`src/cmp_pkg.sv`:
```
`timescale 1ns / 1ps
// Shared types and constants for the cursor mask packer.
package cmp_pkg;

	// Register indexes on the configuration port (byte address is 4 times the index).
	localparam logic [1:0] REG_BLACK_CODE  = 2'd0;
	localparam logic [1:0] REG_WHITE_CODE  = 2'd1;
	localparam logic [1:0] REG_INVERT_CODE = 2'd2;
	localparam logic [1:0] REG_SIDE_BYTES  = 2'd3;

	// Pad pair written for row and end padding.
	localparam logic [7:0] PAD_AND = 8'd255;
	localparam logic [7:0] PAD_XOR = 8'd0;

	// Reset values of the configuration registers.
	localparam logic [7:0] BLACK_RESET  = 8'd88;
	localparam logic [7:0] WHITE_RESET  = 8'd46;
	localparam logic [7:0] INVERT_RESET = 8'd111;
	localparam logic [4:0] SIDE_RESET   = 5'd4;

	// Saturation limit of the character counter.
	localparam logic [14:0] TOTAL_MAX = 15'h7fff;

	// One output word.
	typedef struct packed {
		logic [7:0] and_byte;
		logic [7:0] xor_byte;
		logic [7:0] copies;
		logic       is_padding;
		logic       end_of_mask;
		logic       length_error;
	} res_t;

endpackage

```
`src/cursor_mask_packer_top.sv`:
```
`timescale 1ns / 1ps
// Top level of the cursor mask packer: classification, packing and output queue.

// The cursor mask packer takes a square cursor picture one character per input
// word and turns it into AND/XOR mask byte pairs, eight pixels per pair, most
// significant bit first. Each character is compared with the black, white and
// invert codes held in the configuration registers. When the side in bytes is
// odd, every row is followed by one pad pair (255, 0), and the final character
// of the picture adds one end pad result that carries a copies count of
// (side + 1) * 8. The last result of a picture has end_of_mask set, and
// length_error tells whether the number of characters differed from 64 times
// the side squared. When an input word is taken, its state update and all of
// its results (up to three) are computed in a single pass and written into a
// four-entry output queue, which hands out one result per cycle unless the
// output is stalled. Input stalls only while the queue holds more than one
// result, so a character can be accepted in every cycle as long as the output
// side keeps up; a word that completes a byte, a row and the picture yields
// three results. Configuration registers sit on an APB-style port at byte
// addresses 0, 4, 8 and 12 and should only be written while the block is idle.
module cursor_mask_packer_top #(
	parameter int MAX_SIDE_BYTES = 16
) (
	input  logic        clk,
	input  logic        arst_n,
	// Configuration port.
	input  logic        psel,
	input  logic        penable,
	input  logic        pwrite,
	input  logic [3:0]  paddr,
	input  logic [31:0] pwdata,
	output logic [31:0] prdata,
	output logic        pready,
	// Input channel.
	input  logic        in_valid,
	output logic        in_stall,
	input  logic [7:0]  pixel_char,
	input  logic        final_char,
	// Output channel.
	output logic        out_valid,
	input  logic        out_stall,
	output logic [7:0]  and_byte,
	output logic [7:0]  xor_byte,
	output logic [7:0]  copies,
	output logic        is_padding,
	output logic        end_of_mask,
	output logic        length_error
);
	import cmp_pkg::*;

	localparam int QDEPTH = 4;

	// Configuration registers.
	logic [7:0] black_q, white_q, invert_q;
	logic [4:0] side_q;

	// Packing state.
	logic [7:0]  and_shift_q, xor_shift_q;
	logic [2:0]  bit_index_q;
	logic [4:0]  row_idx_q;
	logic [14:0] total_q;

	// Output queue; entry 0 is the head.
	res_t       queue_q [QDEPTH];
	logic [2:0] cnt_q;

	// Per-word computation.
	logic        abit, xbit, byte_done, odd, row_end, push, pop, cfg_wr;
	logic [4:0]  side, row_inc;
	logic [7:0]  and_next, xor_next;
	logic [2:0]  bit_next;
	logic [14:0] total_next;
	logic [15:0] expect_cnt;
	logic        err;
	res_t        res [3];
	logic [1:0]  nres;
	logic [2:0]  base, cnt_next;

	// Configuration port. Writes complete in the access cycle; reads are direct.
	assign pready = 1'b1;
	assign cfg_wr = psel & penable & pwrite & pready;

	always_ff @(posedge clk or negedge arst_n) begin
		if (!arst_n) begin
			black_q  <= BLACK_RESET;
			white_q  <= WHITE_RESET;
			invert_q <= INVERT_RESET;
			side_q   <= SIDE_RESET;
		end else if (cfg_wr) begin
			case (paddr[3:2])
				REG_BLACK_CODE:  black_q  <= pwdata[7:0];
				REG_WHITE_CODE:  white_q  <= pwdata[7:0];
				REG_INVERT_CODE: invert_q <= pwdata[7:0];
				REG_SIDE_BYTES:  side_q   <= pwdata[4:0];
				default: ;
			endcase
		end
	end

	always_comb begin
		case (paddr[3:2])
			REG_BLACK_CODE:  prdata = {24'd0, black_q};
			REG_WHITE_CODE:  prdata = {24'd0, white_q};
			REG_INVERT_CODE: prdata = {24'd0, invert_q};
			REG_SIDE_BYTES:  prdata = {27'd0, side_q};
			default:         prdata = 32'd0;
		endcase
	end

	// Classification and packing of the incoming character.
	assign side = (side_q > 5'(MAX_SIDE_BYTES)) ? 5'(MAX_SIDE_BYTES) : side_q;
	assign odd  = side[0];

	assign abit = (pixel_char != black_q) && (pixel_char != white_q);
	assign xbit = (pixel_char == white_q) || (pixel_char == invert_q);

	assign and_next   = {and_shift_q[6:0], abit};
	assign xor_next   = {xor_shift_q[6:0], xbit};
	assign bit_next   = bit_index_q + 3'd1;
	assign byte_done  = (bit_next == 3'd0);
	assign total_next = (total_q < TOTAL_MAX) ? total_q + 15'd1 : total_q;

	// For an odd side, a row ends when the byte counter reaches or passes the side.
	assign row_inc = row_idx_q + 5'd1;
	assign row_end = byte_done && odd && (row_inc >= side);

	// Expected character count is 64 * side * side.
	assign expect_cnt = ({11'd0, side} * {11'd0, side}) << 6;
	assign err        = ({1'b0, total_next} != expect_cnt);

	// Results of this word, in order: data pair, row pad, end pad or marker.
	always_comb begin
		res_t data_r, pad_r, fin_r;
		logic [1:0] k;
		data_r = '{and_byte: and_next, xor_byte: xor_next, copies: 8'd1,
			is_padding: 1'b0, end_of_mask: 1'b0, length_error: 1'b0};
		pad_r  = '{and_byte: PAD_AND, xor_byte: PAD_XOR, copies: 8'd1,
			is_padding: 1'b1, end_of_mask: 1'b0, length_error: 1'b0};
		fin_r  = pad_r;
		fin_r.copies = odd ? (({3'd0, side} + 8'd1) << 3) : 8'd0;
		k = 2'd0;
		for (int i = 0; i < 3; i++) begin
			res[i] = pad_r;
		end
		if (byte_done) begin
			res[k] = data_r;
			k = k + 2'd1;
		end
		if (row_end) begin
			res[k] = pad_r;
			k = k + 2'd1;
		end
		if (final_char && (odd || (k == 2'd0))) begin
			res[k] = fin_r;
			k = k + 2'd1;
		end
		// The last result of the picture carries the end flag and length check.
		if (final_char) begin
			res[k - 2'd1].end_of_mask  = 1'b1;
			res[k - 2'd1].length_error = err;
		end
		nres = k;
	end

	// Handshakes. The queue must have room for three results before a word is taken.
	assign in_stall  = (cnt_q > 3'd1);
	assign push      = in_valid & ~in_stall;
	assign out_valid = (cnt_q != 3'd0);
	assign pop       = out_valid & ~out_stall;

	always_ff @(posedge clk or negedge arst_n) begin
		if (!arst_n) begin
			and_shift_q <= '0;
			xor_shift_q <= '0;
			bit_index_q <= '0;
			row_idx_q   <= '0;
			total_q     <= '0;
		end else if (push) begin
			if (final_char) begin
				and_shift_q <= '0;
				xor_shift_q <= '0;
				bit_index_q <= '0;
				row_idx_q   <= '0;
				total_q     <= '0;
			end else begin
				and_shift_q <= byte_done ? 8'd0 : and_next;
				xor_shift_q <= byte_done ? 8'd0 : xor_next;
				bit_index_q <= bit_next;
				total_q     <= total_next;
				if (byte_done && odd) begin
					row_idx_q <= row_end ? 5'd0 : row_inc;
				end
			end
		end
	end

	// Output queue: shift toward the head on a pop, append new results behind.
	assign base     = cnt_q - {2'd0, pop};
	assign cnt_next = base + (push ? {1'b0, nres} : 3'd0);

	always_ff @(posedge clk) begin
		for (int i = 0; i < QDEPTH; i++) begin
			if (push && (3'(i) >= base) && (3'(i) < base + {1'b0, nres})) begin
				queue_q[i] <= res[2'(3'(i) - base)];
			end else if (pop && (i < QDEPTH - 1)) begin
				queue_q[i] <= queue_q[(i + 1) % QDEPTH];
			end
		end
	end

	always_ff @(posedge clk or negedge arst_n) begin
		if (!arst_n) begin
			cnt_q <= '0;
		end else begin
			cnt_q <= cnt_next;
		end
	end

	assign and_byte     = queue_q[0].and_byte;
	assign xor_byte     = queue_q[0].xor_byte;
	assign copies       = queue_q[0].copies;
	assign is_padding   = queue_q[0].is_padding;
	assign end_of_mask  = queue_q[0].end_of_mask;
	assign length_error = queue_q[0].length_error;

endmodule

```
`config.mk`:
```
export PLATFORM = sky130hd
export DESIGN_NAME = cursor_mask_packer_top
export DESIGN_NICKNAME = d
export VERILOG_FILES = /design/src/cmp_pkg.sv /design/src/cursor_mask_packer_top.sv
export SDC_FILE = /design/constraint.sdc
export NUM_CORES = 1
export LEC_CHECK = 0
export BUFFER_PORTS_ARGS = -buffer_cell sky130_fd_sc_hd__buf_2
export CORE_ASPECT_RATIO = 1.25
export CORE_UTILIZATION = 40
export CTS_CLUSTER_SIZE = 10
export DETAILED_ROUTE_END_ITERATION = 12
export PLACE_DENSITY = 0.56
export SYNTH_ARGS = -nofsm -noshare
export SYNTH_HDL_FRONTEND = slang
export SYNTH_SLANG_ARGS = --single-unit
```
`constraint.sdc`:
```
create_clock -name clk -period 7.3 [get_ports clk]
set_clock_uncertainty 0.05 [all_clocks]
set_input_delay 1.46 -clock clk [delete_from_list [all_inputs] [get_ports clk]]
set_output_delay 1.46 -clock clk [all_outputs]
set_load 0.01 [all_outputs]
```
== After elaboration in Yosys (flattened, before gate mapping) ==
Memory sizes are Yosys's and may differ from the RTL's.
Cells that the tools add are included.
Cells by class
  magnitude comparators: 22
  eq/ne operators: 8
  $mul: 1
  mux-type cells: 65
  reductions and logical operators: 28
  bitwise logic cells: 19
  add/subtract/negate cells: 14
Operators with widths (number)
  27-bit 2-to-1 mux: 15
  81-bit bitwise mux: 3
  81-bit 2-to-1 mux: 3
  27-bit binary-select mux with 2-bit select: 4
  27-bit demux with 2-bit select: 4
  32-bit one-hot mux with 4 select lines: 1
  51-bit AND: 1
  51-bit inverter: 1
  15-bit 2-to-1 mux: 2
  30-bit bitwise OR: 1
  7-bit 2-to-1 mux: 4
  27-bit OR reduction: 1
  3-bit greater-or-equal comparator (second input constant): 7
  2-bit inverter with 3-bit output: 7
  5-bit 2-to-1 mux: 4
  1-bit 2-to-1 mux: 18
  8-bit == test: 2
  15-bit by 16-bit != test with 1-bit output: 1
  8-bit != test: 2
  15-bit by 1-bit adder with 15-bit output (second input constant): 1
  1-bit logical AND: 15
  15-bit less-than comparator (second input constant): 1
  5-bit by 1-bit adder with 5-bit output (second input constant): 2
  5-bit by 5-bit multiplier with 10-bit output: 1
  29 further kinds: 56
Word-level totals
  memories kept: 1
  word-level logic and storage cells: 168
  memory bits (writable): 108
  register bits after elaboration: 69
  bits of input ports: 52
Memories
  queue_q: words 4, width 27, read ports 4, clocked after memory_dff 0, wr ports 3, RTL line cursor_mask_packer_top.sv:63  | res_t queue_q [QDEPTH];

== Logic depth before layout (Yosys ltp) ==
Gate-level depths: netlist of the first run.
  word-level depth: 23
  depth in mapped cells: 24

== Worst setup path after synthesis of the first run ==
Ideal clock, no wire load.
  kind: input to register
  start point: in out_stall
  end point: mem queue_q[1][27] (netlist name) (enable)
  stages on the path: 11
  slack: 1603 ps
  required time: 6815 ps
  data arrival time: 5211 ps
  buffers on the path: 2
  path through: nand2b_1 > inv_1 > ha_1 > clkbuf_1 > inv_1 > clkbuf_1 > ha_1 > inv_1 > fa_1 > xor2_1 > nor3_1
RTL lines
  start: declaration: RTL line cursor_mask_packer_top.sv:40  | input logic out_stall,
  end: declaration: RTL line cursor_mask_packer_top.sv:63

==> flow_summary_export.csv, run 1 <==
group,metric,value,unit
clocking,cts-htree-levels,4,
power_and_ir_drop,combPwrFrac,0.365,
synth,ys_ff_latch,165,
layout,area_growth,8.77,%
clocking,holdBufCountCts,0,
clocking,tritoncts,"yes",
timing,worstMarginPinSlew,1.15,ns
die,rows,62,
power_and_ir_drop,powerDensity,375,nW/um2
clocking,numCtsBuffers,17,
die,fp.dieW,140,um
global_routing,antenna_found_initial,0,
synth,ys.flop_type,"edfxtp_1",
layout,multiInputGateArea,4350,um2
synth,seq_area_frac_synth,0.484,
timing,final-hold-violation-count,0,
layout,final_common_cell,"nand2_1",
power_and_ir_drop,p_int,2.42,mW
clocking,ctsRootBufferMaster,"clkbuf_16",
layout,final_nets,1024,
synth,netlist_instances,921,
synth,synth_top_area_frac,0.302,
detailed_routing,viasPerCell,5.33,
min_path,hp-class,"flip-flop to flip-flop",
placed_design,place_ws,1.58,ns
synth,yosys_warnings,0,
synth,synth_edf_count,96,
detailed_routing,dr_wl_met3,623,um
run_status,status,"finished clean",
worst_setup_path,endpoint_kind,"flip-flop",
global_routing,overflow,0,
layout,fillers,2174,
synth,syn_avg_cell_area,10.4,um2
detailed_routing,route.detailed.drc,0,
timing,finalCritPeriodShare,0.775,
layout,final_cell_mix,"nand2_1, edfxtp_1, nor2_1",
detailed_routing,drt_iter0_markers,362,
die,start_util,0.412,
timing,fmax,177,MHz
timing,period_needed,5.66,ns
detailed_routing,wirelength,20900,um
synth,synthDistinctLibCells,77,
detailed_routing,met1_length,9360,um
layout,drive_gt1_frac,0.182,
global_routing,grt_pass1_wl,34000,um
power_and_ir_drop,p_clk_frac,0.228,
placed_design,io_buffers,59,
clocking,cts_setup_buffers,0,
synth,synthTopCellsByArea,"edfxtp_1, dfrtp_1, nand2_1, buf_4, dfstp_2",
worst_setup_path,crit_type,"flip-flop to flip-flop",
power_and_ir_drop,p_leak,4.33,nW
synth,syn_area,9550,um2
timing,setup_ws,1.64,ns
detailed_routing,num_vias,6626,
die,die_area,24500,um2
worst_setup_path,crit_arrival,5.77,ns
power_and_ir_drop,p_switching,1.47,mW
placed_design,routabilityCongestion,0.857,
worst_setup_path,crit_required,7.42,ns
timing,rsz0062_at_grt,"false",
run,drv_cap,0,
clocking,clk_latency,0.43,ns
synth,synthArstFlopShare,0.418,
global_routing,grt_pass1_vias,6348,
timing,setup_viol,0,
clocking,clkTransAtPathRegs,0.07,ns
clocking,cts_sinks,165,
worst_setup_path,cp-start-kind,"flip-flop",
die,io_pins,114,
timing,maxSlewHeadroom,0.230,
detailed_routing,routedWlPerCell,16.8,um
die,die_height,175,um
clocking,ctsResizeCount,0,
placed_design,dp_hpwl,14600,um
global_routing,grtUsageTotal,0.180,
worst_setup_path,setup.reg_to_reg.worst_slack,1.64,ns
global_routing,grt_max_degree,70,
timing,slew_viol_final,0,
synth,synth_top_area_cell,"edfxtp_1",
power_and_ir_drop,seq_power_share,0.407,
layout,regArea,4630,um2
detailed_routing,dr.pass1.iters,7,
detailed_routing,dr.max_layer_used,"met4",
layout,n_antenna_cell,0,
timing,fin_tns_setup,0,ns
power_and_ir_drop,ir_drop,0.000214,V
clocking,ctsLongestPathBuffers,2,
detailed_routing,antenna_left,0,
detailed_routing,wl_met2,10600,um
die,core_area,23200,um2
power_and_ir_drop,p_sw_frac,0.378,
worst_setup_path,critPathMaxFanout,23,
## path summary, 6_finish.rpt
kind                       cells after the start                startpoint                          to
setup / recovery                              24     side_q[4]$_DFFE_PN0P_    queue_q[0][27]$_DFFE_PP_
hold / removal                                 2  queue_q[1][41]$_DFFE_PP_    queue_q[1][14]$_DFFE_PP_
setup reg to reg                              24     side_q[4]$_DFFE_PN0P_    queue_q[0][27]$_DFFE_PP_
hold reg to reg                                2  queue_q[1][41]$_DFFE_PP_    queue_q[1][14]$_DFFE_PP_
max in group asynchronous                      2                    arst_n  bit_index_q[0]$_DFFE_PN0P_
min in group asynchronous                      2                    arst_n  xor_shift_q[1]$_DFFE_PN0P_
## area by class of cell
class                      count  area share
sequential                   165       0.445
multi-input combinational    656       0.418
clock buffer                  18      0.0413
timing repair buffer          69      0.0356
tap                          288      0.0347
clock inverter                14      0.0134
inverter                      32      0.0116
## synthesized netlist by cell type, types with 24 or more instances
| cell type | n |
|---|---|
| o21ai_0 | 46 |
| nand3_1 | 38 |
| a21oi_1 | 38 |
| a22o_1 | 24 |
| clkbuf_1 | 24 |
| edfxtp_1 | 96 |
| mux2_2 | 31 |
| nand2_1 | 116 |
| buf_4 | 52 |
| inv_1 | 30 |
| xnor2_1 | 24 |
| nor2_1 | 68 |
| ha_1 | 26 |
| dfrtp_1 | 55 |
## worst max-delay path: stages (launching register included)
cell	delay, ns
dfrtp_1	0.50
nand2b_1	0.15
buf_4	0.22
inv_2	0.08
ha_1	0.26
nand2b_1	0.13
a21o_1	0.17
a21o_1	0.17
a21oi_1	0.19
nor2_1	0.06
nor2_1	0.27
nor3_1	0.10
ha_1	0.35
xnor2_2	0.23
inv_2	0.10
ha_1	0.14
inv_1	0.05
fa_1	0.37
xor2_1	0.29
nand2_1	0.19
a31oi_4	0.50
buf_4	0.36
a211oi_1	0.07
o21ai_1	0.27
o21ai_1	0.09
## stage by stage
step / area (um2) / util / power [mW] / cells / hold slack [ns]
after floorplan: 9660 / - / 2.71 / 950 / 0.429
after global placement: 9820 / 0.424 / 3.01 / 1210 / 0.439
after detailed placement: 9820 / 0.424 / 3.03 / 1210 / 0.443
after CTS: 10400 / 0.448 / 3.92 / 1242 / 0.459
after global routing: 10400 / 0.448 / 4.16 / 1242 / 0.473
final: 10400 / 0.448 / 3.89 / 1242 / 0.457
## state kept, by name (all words and copies together) (netlist names)
name / count
total_q: 15
queue_q: 96
invert_q: 8
side_q: 5
bit_index_q: 3
row_idx_q: 5
xor_shift_q: 7
cnt_q: 3
black_q: 8
white_q: 8
and_shift_q: 7
## layer usage
layer,global-route usage,vias up
met5,0,-
met4,0.0696,0
met3,0.0266,27
met2,0.311,147
met1,0.226,3178
li1,-,3274
## cells by family after synthesis
family | Yosys count | synth area share
AND/OR/NAND/NOR | 310 | 0.158
AO/OA/AOI/OAI | 191 | 0.135
flip-flops | 165 | 0.484
buffers and inverters | 129 | 0.0736
XOR/XNOR | 47 | 0.0453
multiplexers | 46 | 0.0588
adder cells (fa/ha/maj) | 31 | 0.0445
other | 2 | 0.000786
## power groups by stage
stage / Combinational [mW] / Sequential (mW) / Clock (mW)
final: 1.42 / 1.59 / 0.887
after global routing: 1.60 / 1.63 / 0.938
after CTS: 1.44 / 1.59 / 0.899
after detailed placement: 1.43 / 1.60 / 0
after global placement: 1.41 / 1.60 / 0
after floorplan: 1.17 / 1.54 / 0
No activity file was read; power rests on OpenSTA's default activity.
==> inputs of run 2 (changes only) <==
Settings changed: PLACE_DENSITY 0.56 to 0.59.
Clock period 7.3 ns to 4.9 ns, I/O delays scaled along.
==> flow_summary_export.csv, run 2 (synthesized netlist as in run 1, its figures left out) <==
group,metric,value,unit
worst_setup_path,critPathMaxFanout,42,
global_routing,grt_pass1_wl,34400,um
power_and_ir_drop,p_leak,4.43,nW
detailed_routing,antenna_left,0,
min_path,hp-class,"flip-flop to flip-flop",
clocking,tritoncts,"yes",
global_routing,overflow,0,
timing,rsz0062_at_grt,"false",
timing,fmax,217,MHz
power_and_ir_drop,powerDensity,556,nW/um2
layout,reg_top3,"queue_q (96), total_q (15)",
layout,largest_register_ffs,96,
worst_setup_path,crit_family,"compound AO/OA/AOI/OAI gates",
layout,n_antenna_cell,0,
placed_design,placed_area,10000,um2
worst_setup_path,setup.reg_to_reg.worst_slack,0.29,ns
die,rows,62,
placed_design,routabilityCongestion,0.851,
clocking,ctsResizeCount,0,
global_routing,grt_max_degree,70,
global_routing,grt_pass1_vias,6589,
min_path,hp-start,"queue_q[1][40]$_DFFE_PP_",
detailed_routing,route.detailed.drc,0,
timing,final-hold-violation-count,0,
worst_setup_path,crit_buf_inv,4,
detailed_routing,routedWlPerCell,16.4,um
die,start_util,0.412,
clocking,numCtsBuffers,17,
timing,finalCritPeriodShare,0.940,
timing,period_needed,4.61,ns
worst_setup_path,ff2ff_path_depth,23,
layout,final_common_cell,"nand2_1",
die,core_area,23200,um2
placed_design,io_buffers,59,
die,fp.dieW,140,um
worst_setup_path,endpoint_kind,"flip-flop",
clocking,cts_sinks,165,
layout,regArea,4630,um2
worst_setup_path,regToRegStartpoint,"side_q[4]$_DFFE_PN0P_",
worst_setup_path,crit_type,"flip-flop to flip-flop",
layout,multiInputGateArea,4360,um2
worst_setup_path,slowest_delay,0.43,ns
min_path,min_to,"queue_q[1][13]$_DFFE_PP_",
clocking,clk_latency,0.43,ns
timing,worstMarginPinSlew,0.975,ns
layout,area_growth,10.6,%
worst_setup_path,crit_required,5.02,ns
clocking,holdBufCountCts,0,
worst_setup_path,r2r-end,"queue_q[0][27]$_DFFE_PP_",
layout,fin_area,10600,um2
die,io_pins,114,
clocking,cts_setup_buffers,0,
worst_setup_path,cp-start-kind,"flip-flop",
worst_setup_path,critPathMostFrequentCell,"ha_1",
layout,regMostFlops,"queue_q",
run,drv_cap,0,
detailed_routing,dr.pass1.iters,5,
timing,maxSlewHeadroom,0.350,
detailed_routing,wirelength,20700,um
layout,fillers,2172,
timing,setup_viol,0,
min_path,hold_depth,2,
global_routing,antenna_found_initial,0,
timing,fin_tns_setup,0,ns
timing,slew_viol_final,0,
detailed_routing,drt_iter0_markers,339,
clocking,cts-htree-levels,4,
die,die_area,24500,um2
worst_setup_path,crit_arrival,4.72,ns
clocking,ctsRootBufferMaster,"clkbuf_16",
run_status,status,"finished clean",
power_and_ir_drop,ir_drop,0.000344,V
timing,setup_ws,0.294,ns
layout,drive_gt1_frac,0.201,
layout,final_nets,1044,
detailed_routing,num_vias,6746,
die,die_height,175,um
clocking,ctsLongestPathBuffers,2,
placed_design,place_ws,0.214,ns
worst_setup_path,worstPathCellList,"nand2b_1 -> inv_2 -> ha_1 -> nand2b_1 -> a21o_1 -> a21o_1 -> a21oi_1 -> nor2_1 -> nor2_1 -> nor3_1 -> ha_1 -> xnor2_2 -> inv_2 -> ha_1 -> inv_1 -> fa_1 -> xor2_2 -> nand2_1 -> a31oi_4 -> buf_12 -> a211oi_1 -> o21ai_1 -> o21ai_1",
detailed_routing,viasPerCell,5.35,
placed_design,dp_hpwl,14800,um
global_routing,grtUsageTotal,0.180,
clocking,clkTransAtPathRegs,0.07,ns
layout,final_cell_mix,"nand2_1, edfxtp_1, nor2_1",
worst_setup_path,worst_path_max_delay_cell,"dfrtp_1",
[run 2: layer usage]
layer	vias up	routed length (um)	track usage
met5	-	0	0
li1	3315	-	-
met2	151	10600	0.317
met1	3248	9080	0.223
met4	0	444	0.0701
met3	32	622	0.0241
[run 2: worst max path at each step]
stage / start / to / slack [ns] / cells after the start
2_1_floorplan: side_q[4]$_DFFE_PN0P_ / queue_q[1][27]$_DFFE_PP_ / 0.31 / 18
3_3_place_gp: side_q[4]$_DFFE_PN0P_ / queue_q[0][27]$_DFFE_PP_ / 0.27 / 23
3_5_place_dp: side_q[4]$_DFFE_PN0P_ / queue_q[0][35]$_DFFE_PP_ / 0.21 / 22
4_1_cts: side_q[4]$_DFFE_PN0P_ / queue_q[0][35]$_DFFE_PP_ / 0.19 / 22
5_1_grt: side_q[4]$_DFFE_PN0P_ / queue_q[0][34]$_DFFE_PP_ / 0.003 / 22
6_report: side_q[4]$_DFFE_PN0P_ / queue_q[0][27]$_DFFE_PP_ / 0.29 / 23
[run 2: through the flow]
stage | hold slack (ns) | power [mW] | instances | utilization
finish | 0.458 | 5.88 | 1262 | 0.456
global route | 0.470 | 6.28 | 1262 | 0.456
CTS | 0.459 | 5.91 | 1262 | 0.455
detailed placement | 0.446 | 4.61 | 1230 | 0.431
global placement | 0.438 | 4.58 | 1230 | 0.431
floorplan | 0.429 | 4.05 | 950 | -
[run 2: final cells by class]
type / instances / share of cell area
Multi-Input combinational cell: 656 / 0.413
Tap cell: 288 / 0.0341
Clock buffer: 19 / 0.0429
Inverter: 32 / 0.0114
Clock inverter: 13 / 0.0105
Timing Repair Buffer: 89 / 0.0507
Sequential cell: 165 / 0.438
[run 2: worst reg2reg max path, stage by stage, from the launching register on]
cell,delay [ns]
dfrtp_1,0.43
nand2b_1,0.20
inv_2,0.10
ha_1,0.22
nand2b_1,0.14
a21o_1,0.18
a21o_1,0.17
a21oi_1,0.17
nor2_1,0.06
nor2_1,0.14
nor3_1,0.08
ha_1,0.34
xnor2_2,0.17
inv_2,0.08
ha_1,0.13
inv_1,0.04
fa_1,0.40
xor2_2,0.26
nand2_1,0.17
a31oi_4,0.24
buf_12,0.22
a211oi_1,0.08
o21ai_1,0.20
o21ai_1,0.08
[run 2: where the power goes]
group,internal [mW],switching [mW]
Clock,0.692,0.591
Sequential,2.12,0.227
Combinational,0.862,1.39
==> inputs of run 3 (changes only) <==
Settings changed: PLACE_DENSITY 0.59 to 0.62.
==> flow_summary_export.csv, run 3 (synthesized netlist as in run 1, its figures left out) <==
group,metric,value,unit
placed_design,dp_cells,1229,
clocking,clkTransAtPathRegs,0.07,ns
placed_design,io_buffers,59,
clocking,ctsLongestPathBuffers,2,
layout,final_cell_mix,"nand2_1, edfxtp_1, nor2_1",
worst_setup_path,slowest_delay,0.43,ns
layout,reg_top3,"queue_q (96), total_q (15)",
run_status,status,"finished clean",
layout,largest_register_ffs,96,
worst_setup_path,r2r-end,"queue_q[0][35]$_DFFE_PP_",
clocking,tritoncts,"yes",
power_and_ir_drop,powerDensity,566,nW/um2
power_and_ir_drop,p_switching,2.26,mW
die,rows,62,
timing,maxSlewHeadroom,0.319,
timing,finalCritPeriodShare,0.936,
worst_setup_path,regToRegStartpoint,"row_idx_q[0]$_DFFE_PN0P_",
power_and_ir_drop,power.total,6.03,mW
worst_setup_path,ff2ff_path_depth,20,
min_path,hp-class,"flip-flop to flip-flop",
clocking,cts-htree-levels,4,
detailed_routing,antenna_left,0,
worst_setup_path,crit_family,"adder cells",
worst_setup_path,worstPathCellList,"ha_1 -> ha_1 -> a21o_1 -> a21o_1 -> a21oi_1 -> nor2_1 -> nor2_1 -> nor3_1 -> ha_1 -> xnor2_2 -> inv_2 -> ha_1 -> inv_1 -> fa_1 -> xor2_2 -> nand2_1 -> a31oi_4 -> nand2b_1 -> o22ai_1 -> a22o_1",
global_routing,grt_max_degree,45,
die,die_height,175,um
power_and_ir_drop,p_sw_frac,0.375,
power_and_ir_drop,p_int,3.77,mW
layout,drive_gt1_frac,0.204,
detailed_routing,num_vias,6769,
power_and_ir_drop,p_leak,4.45,nW
power_and_ir_drop,p_clk_frac,0.232,
power_and_ir_drop,ir_drop,0.000312,V
worst_setup_path,critPathMostFrequentCell,"ha_1",
power_and_ir_drop,seq_power_share,0.389,
worst_setup_path,setup.reg_to_reg.worst_slack,0.31,ns
min_path,hp-start,"queue_q[0][39]$_DFFE_PP_",
worst_setup_path,crit_arrival,4.72,ns
timing,slew_viol_final,0,
power_and_ir_drop,combPwrFrac,0.379,
detailed_routing,dr.pass1.iters,5,
worst_setup_path,crit_buf_inv,2,
layout,final_nets,1046,
layout,fin_cells,1264,
die,die_area,24500,um2
detailed_routing,wirelength,21200,um
worst_setup_path,endpoint_kind,"flip-flop",
layout,area_growth,11.4,%
global_routing,grt_pass1_vias,6538,
detailed_routing,drt_iter0_markers,499,
min_path,hold_depth,2,
die,start_util,0.412,
worst_setup_path,worst_path_max_delay_cell,"dfrtp_1",
placed_design,dp_hpwl,14800,um
placed_design,routabilityCongestion,0.871,
layout,fillers,2207,
clocking,numCtsBuffers,17,
layout,final_common_cell,"nand2_1",
global_routing,overflow,0,
timing,setup_viol,0,
layout,n_antenna_cell,0,
layout,regMostFlops,"queue_q",
worst_setup_path,critPathMaxFanout,5,
die,io_pins,114,
die,fp.dieW,140,um
timing,fmax,218,MHz
global_routing,grt_pass1_wl,34500,um
worst_setup_path,crit_type,"flip-flop to flip-flop",
worst_setup_path,cp-start-kind,"flip-flop",
layout,regArea,4630,um2
detailed_routing,routedWlPerCell,16.8,um
timing,rsz0062_at_grt,"false",
placed_design,placed_area,9990,um2
clocking,ctsRootBufferMaster,"clkbuf_16",
timing,worstMarginPinSlew,1.01,ns
clocking,cts_sinks,165,
detailed_routing,route.detailed.drc,0,
global_routing,grtUsageTotal,0.182,
clocking,clk_latency,0.44,ns
timing,fin_tns_setup,0,ns
worst_setup_path,crit_required,5.04,ns
timing,hold_ws,0.459,ns
global_routing,antenna_found_initial,0,
run,drv_cap,0,
layout,multiInputGateArea,4360,um2
detailed_routing,viasPerCell,5.36,
min_path,min_to,"queue_q[0][12]$_DFFE_PP_",
timing,period_needed,4.59,ns
die,core_area,23200,um2
timing,final-hold-violation-count,0,
layout,fin_area,10600,um2
## run 3: worst max path at each step
stage	start	to	slack (ns)	depth (start not counted)
floorplan	side_q[4]$_DFFE_PN0P_	queue_q[1][27]$_DFFE_PP_	0.31	18
global placement	row_idx_q[0]$_DFFE_PN0P_	queue_q[1][11]$_DFFE_PP_	0.27	20
detailed placement	row_idx_q[0]$_DFFE_PN0P_	queue_q[0][27]$_DFFE_PP_	0.21	21
CTS	row_idx_q[0]$_DFFE_PN0P_	queue_q[0][27]$_DFFE_PP_	0.19	21
global route	row_idx_q[0]$_DFFE_PN0P_	queue_q[0][11]$_DFFE_PP_	0.02	21
finish	row_idx_q[0]$_DFFE_PN0P_	queue_q[0][35]$_DFFE_PP_	0.31	20
## run 3: repair_timing
item / in CTS / in global routing
hold endpoints to repair: 0 / 0
buffers inserted: 0 / 2
setup endpoints to repair: 0 / 26
gates resized for setup: 0 / 2
hold buffers: 0 / 0
## run 3: stage by stage
stage / util / setup slack (ns)
2_1_floorplan: - / 0.312
3_3_place_gp: 0.431 / 0.273
3_5_place_dp: 0.431 / 0.209
4_1_cts: 0.457 / 0.192
5_1_grt: 0.459 / 0.0211
6_report: 0.459 / 0.315
## run 3: metal layers
metal,vias up,wire [um],track usage
met4,0,276,0.0595
met5,-,0,0
met3,18,764,0.0356
li1,3310,-,-
met1,3270,9150,0.225
met2,171,11100,0.319
## run 3: cell type report
cell class | instances | share of cell area
Inverter | 32 | 0.0113
Sequential cell | 165 | 0.435
Multi-Input combinational cell | 656 | 0.410
Clock inverter | 15 | 0.0173
Clock buffer | 17 | 0.0400
Tap cell | 288 | 0.0339
Timing Repair Buffer | 91 | 0.0531
## run 3: tightest hold or removal path, stage by stage, from the launching register on
cell	delay (ns)
edfxtp_1	0.32
nand2_1	0.04
nand2_1	0.04
## run 3: power groups by stage
stage | clock, mW | sequential (mW) | combinational [mW]
after global routing | 1.48 | 2.40 | 2.56
after floorplan | 0 | 2.30 | 1.75
after detailed placement | 0 | 2.38 | 2.25
final | 1.40 | 2.35 | 2.28
after CTS | 1.43 | 2.35 | 2.26
after global placement | 0 | 2.36 | 2.21
